<file path="src/hw/rtl/srmd_pkg.sv">
`timescale 1ns / 1ps
// ============================================================================
// srmd_pkg
// Types and constants shared by the stereo ROI minimum depth block.
// ============================================================================
package srmd_pkg;

    localparam int DISP_W  = 13;
    localparam int DIV_W   = 12;
    localparam int GEO_W   = 12;
    localparam int SHIFT_W = 3;
    localparam int CFG_W   = 20;
    localparam int CIDX_W  = 3;
    localparam int QUO_W   = CFG_W + 4;
    localparam int STEP_W  = 5;

    localparam int CMD_DEPTH = 4;
    localparam int RES_DEPTH = 2;

    localparam logic [CIDX_W-1:0] REG_FRAME_WIDTH     = 3'd0;
    localparam logic [CIDX_W-1:0] REG_FRAME_HEIGHT    = 3'd1;
    localparam logic [CIDX_W-1:0] REG_ROI_SHIFT       = 3'd2;
    localparam logic [CIDX_W-1:0] REG_FOCAL_BASELINE  = 3'd3;
    localparam logic [CIDX_W-1:0] REG_MIN_VALID_DEPTH = 3'd4;
    localparam logic [CIDX_W-1:0] REG_NO_TARGET_DEPTH = 3'd5;

    localparam logic [GEO_W-1:0]   RST_FRAME_WIDTH     = 12'd1640;
    localparam logic [GEO_W-1:0]   RST_FRAME_HEIGHT    = 12'd1232;
    localparam logic [SHIFT_W-1:0] RST_ROI_SHIFT       = 3'd2;
    localparam logic [CFG_W-1:0]   RST_FOCAL_BASELINE  = 20'd42000;
    localparam logic [CFG_W-1:0]   RST_MIN_VALID_DEPTH = 20'd50;
    localparam logic [CFG_W-1:0]   RST_NO_TARGET_DEPTH = 20'd99000;

    localparam logic [DIV_W-1:0] MIN_DISPARITY = 12'd16;

    typedef struct packed {
        logic [GEO_W-1:0]   frame_width;
        logic [GEO_W-1:0]   frame_height;
        logic [SHIFT_W-1:0] roi_shift;
        logic [CFG_W-1:0]   focal_baseline;
        logic [CFG_W-1:0]   min_valid_depth;
        logic [CFG_W-1:0]   no_target_depth;
    } cfg_t;

    typedef struct packed {
        logic             sof;
        logic             frame_end;
        logic             in_center;
        logic             in_left;
        logic             in_right;
        logic             usable;
        logic [DIV_W-1:0] divisor;
    } cmd_t;

    typedef struct packed {
        logic [CFG_W-1:0] center;
        logic [CFG_W-1:0] left;
        logic [CFG_W-1:0] right;
    } res_t;

    typedef enum logic [1:0] {
        BK_IDLE,
        BK_DIV,
        BK_APPLY,
        BK_EMIT
    } back_state_t;

endpackage

</file>
<file path="src/hw/rtl/srmd_fifo.sv">
`timescale 1ns / 1ps
// ============================================================================
// srmd_fifo
// Small show-ahead queue in flip-flops; the head entry is always on rd_data.
// ============================================================================
module srmd_fifo #(
    parameter int WIDTH = 8,
    parameter int DEPTH = 4
) (
    input  logic             clk,
    input  logic             rst_n,
    input  logic             wr_en,
    input  logic [WIDTH-1:0] wr_data,
    output logic             full,
    input  logic             rd_en,
    output logic [WIDTH-1:0] rd_data,
    output logic             empty
);

    localparam int PTR_W = (DEPTH > 1) ? $clog2(DEPTH) : 1;
    localparam int CNT_W = $clog2(DEPTH + 1);

    logic [WIDTH-1:0] mem [DEPTH];
    logic [PTR_W-1:0] wr_ptr_reg, wr_ptr_next;
    logic [PTR_W-1:0] rd_ptr_reg, rd_ptr_next;
    logic [CNT_W-1:0] count_reg, count_next;
    logic             do_wr, do_rd;

    assign full    = (count_reg == CNT_W'(DEPTH));
    assign empty   = (count_reg == '0);
    assign do_wr   = wr_en && !full;
    assign do_rd   = rd_en && !empty;
    assign rd_data = mem[rd_ptr_reg];

    always_comb
    begin
        wr_ptr_next = wr_ptr_reg;
        rd_ptr_next = rd_ptr_reg;
        count_next  = count_reg;
        if (do_wr)
        begin
            wr_ptr_next = (wr_ptr_reg == PTR_W'(DEPTH - 1)) ? '0 : wr_ptr_reg + PTR_W'(1);
        end
        if (do_rd)
        begin
            rd_ptr_next = (rd_ptr_reg == PTR_W'(DEPTH - 1)) ? '0 : rd_ptr_reg + PTR_W'(1);
        end
        if (do_wr && !do_rd)
        begin
            count_next = count_reg + CNT_W'(1);
        end
        else if (do_rd && !do_wr)
        begin
            count_next = count_reg - CNT_W'(1);
        end
    end

    always_ff @(posedge clk or negedge rst_n)
    begin
        if (!rst_n)
        begin
            wr_ptr_reg <= '0;
            rd_ptr_reg <= '0;
            count_reg  <= '0;
        end
        else
        begin
            wr_ptr_reg <= wr_ptr_next;
            rd_ptr_reg <= rd_ptr_next;
            count_reg  <= count_next;
        end
    end

    always_ff @(posedge clk)
    begin
        if (do_wr)
        begin
            mem[wr_ptr_reg] <= wr_data;
        end
    end

endmodule

</file>
<file path="src/hw/rtl/srmd_front.sv">
`timescale 1ns / 1ps
// ============================================================================
// srmd_front
// Raster position tracking and ROI classification of each incoming pixel.
// ============================================================================
module srmd_front
    import srmd_pkg::*;
#(
    parameter int COORD_BITS = 12
) (
    input  logic                     clk,
    input  logic                     rst_n,
    input  cfg_t                     cfg,
    input  logic signed [DISP_W-1:0] disparity_q4,
    input  logic                     start_of_frame,
    input  logic                     push,
    output logic                     full,
    output logic                     cmd_push,
    output cmd_t                     cmd_data,
    input  logic                     cmd_full
);

    localparam int XW = ((COORD_BITS > GEO_W) ? COORD_BITS : GEO_W) + 1;

    logic [COORD_BITS-1:0] col_reg, col_next;
    logic [COORD_BITS-1:0] row_reg, row_next;
    logic [COORD_BITS-1:0] col_now, row_now;
    logic [GEO_W-1:0]      roi_w, roi_h, roi_x, roi_y, half;
    logic [XW-1:0]         col_x, row_x, w_x, h_x;
    logic [XW-1:0]         x_lo, x_end, x_mid, x_rend, y_lo, y_end;
    logic                  row_ok, row_end, frame_end, accept;

    assign full     = cmd_full;
    assign accept   = push && !cmd_full;
    assign cmd_push = accept;

    always_comb
    begin
        col_now = start_of_frame ? '0 : col_reg;
        row_now = start_of_frame ? '0 : row_reg;
        col_x   = XW'(col_now);
        row_x   = XW'(row_now);
        w_x     = XW'(cfg.frame_width);
        h_x     = XW'(cfg.frame_height);

        roi_w = cfg.frame_width >> cfg.roi_shift;
        roi_h = cfg.frame_height >> cfg.roi_shift;
        roi_x = (cfg.frame_width - roi_w) >> 1;
        roi_y = (cfg.frame_height - roi_h) >> 1;
        half  = roi_w >> 1;

        x_lo   = XW'(roi_x);
        x_end  = x_lo + XW'(roi_w);
        x_mid  = x_lo + XW'(half);
        x_rend = x_mid + XW'(half);
        y_lo   = XW'(roi_y);
        y_end  = y_lo + XW'(roi_h);

        row_ok    = (row_x >= y_lo) && (row_x < y_end);
        row_end   = (col_x + XW'(1)) >= w_x;
        frame_end = row_end && ((row_x + XW'(1)) >= h_x);

        if (!row_end)
        begin
            col_next = col_now + COORD_BITS'(1);
            row_next = row_now;
        end
        else
        begin
            col_next = '0;
            row_next = frame_end ? '0 : row_now + COORD_BITS'(1);
        end

        cmd_data.sof       = start_of_frame;
        cmd_data.frame_end = frame_end;
        cmd_data.in_center = row_ok && (col_x >= x_lo) && (col_x < x_end);
        cmd_data.in_left   = row_ok && (col_x >= x_lo) && (col_x < x_mid);
        cmd_data.in_right  = row_ok && (col_x >= x_mid) && (col_x < x_rend);
        cmd_data.usable    = !disparity_q4[DISP_W-1]
                             && (disparity_q4[DIV_W-1:0] > MIN_DISPARITY);
        cmd_data.divisor   = disparity_q4[DIV_W-1:0];
    end

    always_ff @(posedge clk or negedge rst_n)
    begin
        if (!rst_n)
        begin
            col_reg <= '0;
            row_reg <= '0;
        end
        else if (accept)
        begin
            col_reg <= col_next;
            row_reg <= row_next;
        end
    end

endmodule

</file>
<file path="src/hw/rtl/srmd_back.sv">
`timescale 1ns / 1ps
// ============================================================================
// srmd_back
// Depth division, region minimum tracking and end-of-frame result request.
// ============================================================================
module srmd_back
    import srmd_pkg::*;
#(
    parameter int DEPTH_BITS = 20
) (
    input  logic clk,
    input  logic rst_n,
    input  cfg_t cfg,
    input  cmd_t cmd_data,
    input  logic cmd_empty,
    output logic cmd_pop,
    input  logic res_full,
    output logic res_push,
    output res_t res_data
);

    localparam int CMP_W = (DEPTH_BITS > CFG_W) ? DEPTH_BITS : CFG_W;

    back_state_t           state_reg, state_next;
    cmd_t                  cmd_reg;
    logic [QUO_W-1:0]      num_reg, num_next;
    logic [DIV_W-1:0]      rem_reg, rem_next;
    logic [STEP_W-1:0]     step_reg;
    logic [DEPTH_BITS-1:0] center_min_reg, left_min_reg, right_min_reg;
    logic [2:0]            ok_reg;

    logic                  load, div_run, apply_en, clear_min;
    logic [DIV_W:0]        rem_sh;
    logic                  ge;
    logic [DEPTH_BITS-1:0] depth;
    logic                  depth_ok;
    logic [CMP_W-1:0]      c_ext, l_ext, r_ext;

    always_comb
    begin
        rem_sh   = {rem_reg, num_reg[QUO_W-1]};
        ge       = rem_sh >= {1'b0, cmd_reg.divisor};
        rem_next = ge ? DIV_W'(rem_sh - {1'b0, cmd_reg.divisor}) : rem_sh[DIV_W-1:0];
        num_next = {num_reg[QUO_W-2:0], ge};

        if ((num_reg >> DEPTH_BITS) != '0)
        begin
            depth = '1;
        end
        else
        begin
            depth = num_reg[DEPTH_BITS-1:0];
        end
        depth_ok = CMP_W'(depth) > CMP_W'(cfg.min_valid_depth);

        c_ext = CMP_W'(center_min_reg);
        l_ext = CMP_W'(left_min_reg);
        r_ext = CMP_W'(right_min_reg);
        res_data.center = ok_reg[2] ? c_ext[CFG_W-1:0] : cfg.no_target_depth;
        res_data.left   = ok_reg[1] ? l_ext[CFG_W-1:0] : cfg.no_target_depth;
        res_data.right  = ok_reg[0] ? r_ext[CFG_W-1:0] : cfg.no_target_depth;
    end

    always_comb
    begin
        state_next = state_reg;
        case (state_reg)
            BK_IDLE:
            begin
                if (!cmd_empty)
                begin
                    if (cmd_data.usable
                        && (cmd_data.in_center || cmd_data.in_left || cmd_data.in_right))
                    begin
                        state_next = BK_DIV;
                    end
                    else if (cmd_data.frame_end)
                    begin
                        state_next = BK_EMIT;
                    end
                end
            end
            BK_DIV:
            begin
                if (step_reg == '0)
                begin
                    state_next = BK_APPLY;
                end
            end
            BK_APPLY:
            begin
                state_next = cmd_reg.frame_end ? BK_EMIT : BK_IDLE;
            end
            BK_EMIT:
            begin
                if (!res_full)
                begin
                    state_next = BK_IDLE;
                end
            end
            default:
            begin
                state_next = BK_IDLE;
            end
        endcase
    end

    always_comb
    begin
        cmd_pop   = 1'b0;
        load      = 1'b0;
        div_run   = 1'b0;
        apply_en  = 1'b0;
        res_push  = 1'b0;
        clear_min = 1'b0;
        case (state_reg)
            BK_IDLE:
            begin
                cmd_pop   = !cmd_empty;
                load      = !cmd_empty;
                clear_min = !cmd_empty && cmd_data.sof;
            end
            BK_DIV:
            begin
                div_run = 1'b1;
            end
            BK_APPLY:
            begin
                apply_en = 1'b1;
            end
            BK_EMIT:
            begin
                res_push  = !res_full;
                clear_min = !res_full;
            end
            default:
            begin
                cmd_pop = 1'b0;
            end
        endcase
    end

    always_ff @(posedge clk or negedge rst_n)
    begin
        if (!rst_n)
        begin
            state_reg <= BK_IDLE;
            ok_reg    <= '0;
        end
        else
        begin
            state_reg <= state_next;
            if (clear_min)
            begin
                ok_reg <= '0;
            end
            else if (apply_en && depth_ok)
            begin
                if (cmd_reg.in_center && (!ok_reg[2] || depth < center_min_reg))
                begin
                    ok_reg[2] <= 1'b1;
                end
                if (cmd_reg.in_left && (!ok_reg[1] || depth < left_min_reg))
                begin
                    ok_reg[1] <= 1'b1;
                end
                if (cmd_reg.in_right && (!ok_reg[0] || depth < right_min_reg))
                begin
                    ok_reg[0] <= 1'b1;
                end
            end
        end
    end

    always_ff @(posedge clk)
    begin
        if (load)
        begin
            cmd_reg  <= cmd_data;
            num_reg  <= {cfg.focal_baseline, 4'b0000};
            rem_reg  <= '0;
            step_reg <= STEP_W'(QUO_W - 1);
        end
        else if (div_run)
        begin
            num_reg  <= num_next;
            rem_reg  <= rem_next;
            step_reg <= step_reg - STEP_W'(1);
        end
        if (apply_en && depth_ok)
        begin
            if (cmd_reg.in_center && (!ok_reg[2] || depth < center_min_reg))
            begin
                center_min_reg <= depth;
            end
            if (cmd_reg.in_left && (!ok_reg[1] || depth < left_min_reg))
            begin
                left_min_reg <= depth;
            end
            if (cmd_reg.in_right && (!ok_reg[0] || depth < right_min_reg))
            begin
                right_min_reg <= depth;
            end
        end
    end

endmodule

</file>
<file path="src/hw/rtl/stereo_roi_min_depth.sv">
`timescale 1ns / 1ps
// ============================================================================
// stereo_roi_min_depth
// Minimum depth over a centered region of interest of a disparity frame.
// ============================================================================
// Pixels enter in raster order on the push/full side, one request per pixel,
// with start_of_frame marking the first pixel of a frame. The front end
// tracks column and row and classifies each pixel against the ROI and its
// halves; it takes one pixel per cycle while its four-entry command queue has
// room. The back end takes queued pixels one at a time: one outside the ROI or
// with an unusable disparity is popped and skipped; one in the ROI with a
// usable disparity goes through the one-bit-per-cycle restoring divider that
// forms focal_baseline*16/disparity_q4, then updates the minima. After the
// last pixel of a frame the back end puts the center, left and right minima
// into a two-entry result queue, read on the empty/pop side. When the result
// queue is full the back end waits, the command queue fills and full rises,
// so nothing is dropped. Reset clears position, minima and both queues and
// loads the default configuration. The user must write registers through
// cfg_we/cfg_index/cfg_data only while the block is idle; nothing enforces it.
// ============================================================================
module stereo_roi_min_depth
    import srmd_pkg::*;
#(
    parameter int COORD_BITS = 12,
    parameter int DEPTH_BITS = 20
) (
    input  logic                     clk,
    input  logic                     rst_n,
    input  logic                     cfg_we,
    input  logic [CIDX_W-1:0]        cfg_index,
    input  logic [CFG_W-1:0]         cfg_data,
    input  logic signed [DISP_W-1:0] disparity_q4,
    input  logic                     start_of_frame,
    input  logic                     push,
    output logic                     full,
    output logic [CFG_W-1:0]         center_depth,
    output logic [CFG_W-1:0]         left_depth,
    output logic [CFG_W-1:0]         right_depth,
    output logic                     empty,
    input  logic                     pop
);

    cfg_t cfg_reg;
    cmd_t cmd_in, cmd_out;
    res_t res_in, res_out;
    logic cmd_push, cmd_full, cmd_pop, cmd_empty;
    logic res_push, res_full;

    always_ff @(posedge clk or negedge rst_n)
    begin
        if (!rst_n)
        begin
            cfg_reg.frame_width     <= RST_FRAME_WIDTH;
            cfg_reg.frame_height    <= RST_FRAME_HEIGHT;
            cfg_reg.roi_shift       <= RST_ROI_SHIFT;
            cfg_reg.focal_baseline  <= RST_FOCAL_BASELINE;
            cfg_reg.min_valid_depth <= RST_MIN_VALID_DEPTH;
            cfg_reg.no_target_depth <= RST_NO_TARGET_DEPTH;
        end
        else if (cfg_we)
        begin
            case (cfg_index)
                REG_FRAME_WIDTH:     cfg_reg.frame_width     <= cfg_data[GEO_W-1:0];
                REG_FRAME_HEIGHT:    cfg_reg.frame_height    <= cfg_data[GEO_W-1:0];
                REG_ROI_SHIFT:       cfg_reg.roi_shift       <= cfg_data[SHIFT_W-1:0];
                REG_FOCAL_BASELINE:  cfg_reg.focal_baseline  <= cfg_data;
                REG_MIN_VALID_DEPTH: cfg_reg.min_valid_depth <= cfg_data;
                REG_NO_TARGET_DEPTH: cfg_reg.no_target_depth <= cfg_data;
                default:             cfg_reg.roi_shift       <= cfg_reg.roi_shift;
            endcase
        end
    end

    srmd_front #(
        .COORD_BITS(COORD_BITS)
    ) u_front (
        .clk           (clk),
        .rst_n         (rst_n),
        .cfg           (cfg_reg),
        .disparity_q4  (disparity_q4),
        .start_of_frame(start_of_frame),
        .push          (push),
        .full          (full),
        .cmd_push      (cmd_push),
        .cmd_data      (cmd_in),
        .cmd_full      (cmd_full)
    );

    srmd_fifo #(
        .WIDTH($bits(cmd_t)),
        .DEPTH(CMD_DEPTH)
    ) u_cmd_fifo (
        .clk    (clk),
        .rst_n  (rst_n),
        .wr_en  (cmd_push),
        .wr_data(cmd_in),
        .full   (cmd_full),
        .rd_en  (cmd_pop),
        .rd_data(cmd_out),
        .empty  (cmd_empty)
    );

    srmd_back #(
        .DEPTH_BITS(DEPTH_BITS)
    ) u_back (
        .clk      (clk),
        .rst_n    (rst_n),
        .cfg      (cfg_reg),
        .cmd_data (cmd_out),
        .cmd_empty(cmd_empty),
        .cmd_pop  (cmd_pop),
        .res_full (res_full),
        .res_push (res_push),
        .res_data (res_in)
    );

    srmd_fifo #(
        .WIDTH($bits(res_t)),
        .DEPTH(RES_DEPTH)
    ) u_res_fifo (
        .clk    (clk),
        .rst_n  (rst_n),
        .wr_en  (res_push),
        .wr_data(res_in),
        .full   (res_full),
        .rd_en  (pop),
        .rd_data(res_out),
        .empty  (empty)
    );

    assign center_depth = res_out.center;
    assign left_depth   = res_out.left;
    assign right_depth  = res_out.right;

endmodule
</file>
<file path="config.mk">
export PLATFORM = sky130hd
export DESIGN_NAME = stereo_roi_min_depth
export DESIGN_NICKNAME = d
export VERILOG_FILES = /design/src/hw/rtl/srmd_pkg.sv /design/src/hw/rtl/srmd_fifo.sv /design/src/hw/rtl/srmd_front.sv /design/src/hw/rtl/srmd_back.sv /design/src/hw/rtl/stereo_roi_min_depth.sv
export SDC_FILE = /design/constraint.sdc
export NUM_CORES = 1
export LEC_CHECK = 0
export BUFFER_PORTS_ARGS = -buffer_cell sky130_fd_sc_hd__buf_2
export CORE_UTILIZATION = 60
export DETAILED_ROUTE_END_ITERATION = 10
export HOLD_SLACK_MARGIN = 0.08
export PLACE_DENSITY = 0.89
export SETUP_SLACK_MARGIN = 0.1
export SKIP_LAST_GASP = 1
export SYNTH_ARGS = -nofsm -noshare
export SYNTH_HDL_FRONTEND = slang
export SYNTH_HIERARCHICAL = 1
export SYNTH_SLANG_ARGS = --single-unit
</file>
<file path="constraint.sdc">
create_clock -name clk -period 9.35 [get_ports clk]
set_input_delay 0.4675 -clock clk [delete_from_list [all_inputs] [get_ports clk]]
set_output_delay 0.4675 -clock clk [all_outputs]
set_load 0.1 [all_outputs]
</file>
==> qor.yml <==
detailed_routing:
  vias: 18494
  wl_per_cell_um: 20.9
  vias_per_cell: 6.21
  drt-pass1-iter-count: 6
  post-route-drc-count: 0
  drt_wl_total_um: 62400
  ant_nets: 0
  drtIter0Drc: 1629
die:
  design.die.area_um2: 45000
  fp.dieW_um: 212
  core_um2: 43400
  initial_utilization_pct: 61.1
  rows: 76
  die_h_um: 212
  ioPinCount: 104
setup_path:
  cp.required_ps: 9660
  rr_worst_depth: 28
  crit_type: "reg2reg"
  cpLargestDelayFamily: "compound AO/OA/AOI/OAI gates"
  r2r-start: "cfg_reg[61]"
  worst-path-buf-inv: 0
  end_kind: "flop"
  crit_fanout: 40
  critPathLaunchType: "flop"
  path_common_cell: "o21ai_0"
  cp.arrival_ps: 7720
  path_depth: 28
  critical_path.max_stage_delay_ps: 1020
  crit_start: "cfg_reg[61]"
  crit_path_top_delay_cell: "dfstp_2"
cells_and_area:
  fin_nets: 2665
  fin_area_um2: 28800
  area_growth_syn_to_layout_pct: 8.50
  drive_above_1_share_pct: 20.0
  largest_register_ffs: 120
  stdcell_count: 2978
  final_core_util_pct: 66.3
timing:
  setup_tns_ps: 0
  max_freq_mhz: 135
  setup_viol: 0
  skew_ps: 19.7
  fin_crit_ps: 7400
  hold_viol: 0
  slew_viol_final: 0
  fin_crit_sh_pct: 79.2
  rsz0062_at_grt: "no"
  max_slew.worst_pin.slew_ps: 1280
  max-slew-margin-rel_pct: 13.9
hold_path:
  hold_start: "disparity_q4[7]"
  hp-class: "in2reg"
  hold_depth: 1
placed_design:
  port_buffers: 103
  gp_congestion: 0.961
  placed_cell_area_um2: 27400
  placed_cells: 2893
  dp_hpwl_um: 44300
cts:
  cts_root_buf: "clkbuf_16"
  cts-buffers-inserted: 42
  htree_levels: 2
  clock-sinks: 436
  cts.path.max_buffers: 3
  ctsResizeCount: 0
  cts_tree: "built"
  clock_latency_ps: 560
  path_clk_slew_ps: 60
synth:
  ys.flop_type: "edfxtp_1"
  syn_area_um2: 26500
  yosysTopAreaCell: "edfxtp_1"
  yosys.cell_types.count: 87
  avgSynthCellArea_um2: 11.7
  synth_top_cell_area_share_pct: 32.6
  syn_inst: 2268
  synth.area.top_cells: "edfxtp_1 (33%), ha_1 (12%), dfrtp_1 (9.7%)"
  synth_nets: 2580
  ys_ff_latch: 436
  synthTopCellsByCount: "edfxtp_1 (288), ha_1 (262), inv_1 (208)"
  ys.warnings.count: 6
  yosysMostFrequentCell: "edfxtp_1"
  async_flop_share_pct: 29.1
  synth_edf_count: 288
  seq_area_frac_synth_pct: 46.3
grt:
  grt_pass1_vias: 18899
  grt_max_degree: 80
  antenna_found_initial: 5
  grt_usage_pct: 28.1
  grt_overflow: 0
  grt_pass1_wl_um: 99000
run_status:
  status: "finished clean"
flow_run:
  maxCapViolCount: 0
[timing repair]
action / CTS / global route
hold buffers: 1 / 0
endpoints found under the hold margin: 64 / 0
endpoints found under the setup margin: 0 / 0
setup buffers: 0 / 0
[final timing paths]
| kind | to | slack (ps) |
|---|---|---|
| setup / recovery | u_cmd_fifo/mem[2][13] | 1950 |
| setup reg to reg | u_cmd_fifo/mem[2][13] | 1950 |
| min in group asynchronous | u_front/row_reg[4] | 520 |
| hold reg to reg | u_back/rem_reg[9] | 490 |
| hold / removal | u_cmd_fifo/mem[1][7] | 130 |
| max in group asynchronous | u_front/col_reg[11] | 7590 |
[placed cells by master, fill, tap and decap left out, types with 10 or more instances in the layout]
cell type  Yosys  routed
edfxtp_1     288     288
ha_1         262     261
inv_1        208     208
mux2_2       152     152
nand2_1      146     146
a21oi_1      116     116
dfrtp_1      103     102
buf_2          8     102
o21ai_0      100     100
nor2_1        79      78
mux2_4        61      61
a21o_1        55      55
nand2b_1      53      53
nand3_1       53      53
xor2_1        48      48
xnor2_1       46      46
clkbuf_16      0      43
nor2b_1       34      34
nor3_1        31      28
dfstp_2       24      24
mux2i_1       23      23
nand4_1       22      22
mux4_2        22      22
dfxtp_1       21      21
clkbuf_1      29      19
buf_4         18      18
a31oi_1       15      15
o21a_1        13      13
a211oi_1      12      12
or2_2         11      11
o211ai_1      10      10
[stage by stage]
step / hold WS [ps] / setup slack (ps)
after floorplan: 172 / 2660
after global placement: 472 / 2330
after detailed placement: 482 / 2100
after CTS: 117 / 2060
after global routing: 132 / 1370
final: 131 / 1950
[kinds of logic (layout without fill, tap and decap cells)]
family,count (synthesis),after routing,share of synthesized area (%)
AND/OR/NAND/NOR,490,490,9.48
flip-flops,436,436,46.3
AO/OA/AOI/OAI,428,428,10.4
buffers and inverters,290,409,4.94
adder cells (fa/ha/maj),270,270,13.0
multiplexers,260,260,12.7
XOR/XNOR,94,94,3.11
other,0,6,0
[final cells by class]
| cell class | count | area (µm²) |
|---|---|---|
| clock inverter | 15 | 164 |
| tap | 585 | 732 |
| antenna | 6 | 15.0 |
| clock buffer | 63 | 1160 |
| fill | 3010 | 14600 |
| timing repair buffer | 122 | 667 |
| sequential | 436 | 12300 |
| multi-input combinational | 1542 | 12900 |
| inverter | 209 | 785 |
[per-layer routing]
metal | vias up | wire (µm) | GRT usage [%] | part of all wire (%)
li1 | 8461 | - | - | -
met1 | 9085 | 25100 | 34.6 | 40
met2 | 750 | 30600 | 48.5 | 49
met3 | 198 | 3830 | 3.96 | 6.1
met4 | 0 | 2750 | 13.3 | 4.4
met5 | - | 0 | 0 | 0
Power is not shown: default switching activity piles up to over one toggle a cycle in this logic, so the estimate is an artifact.
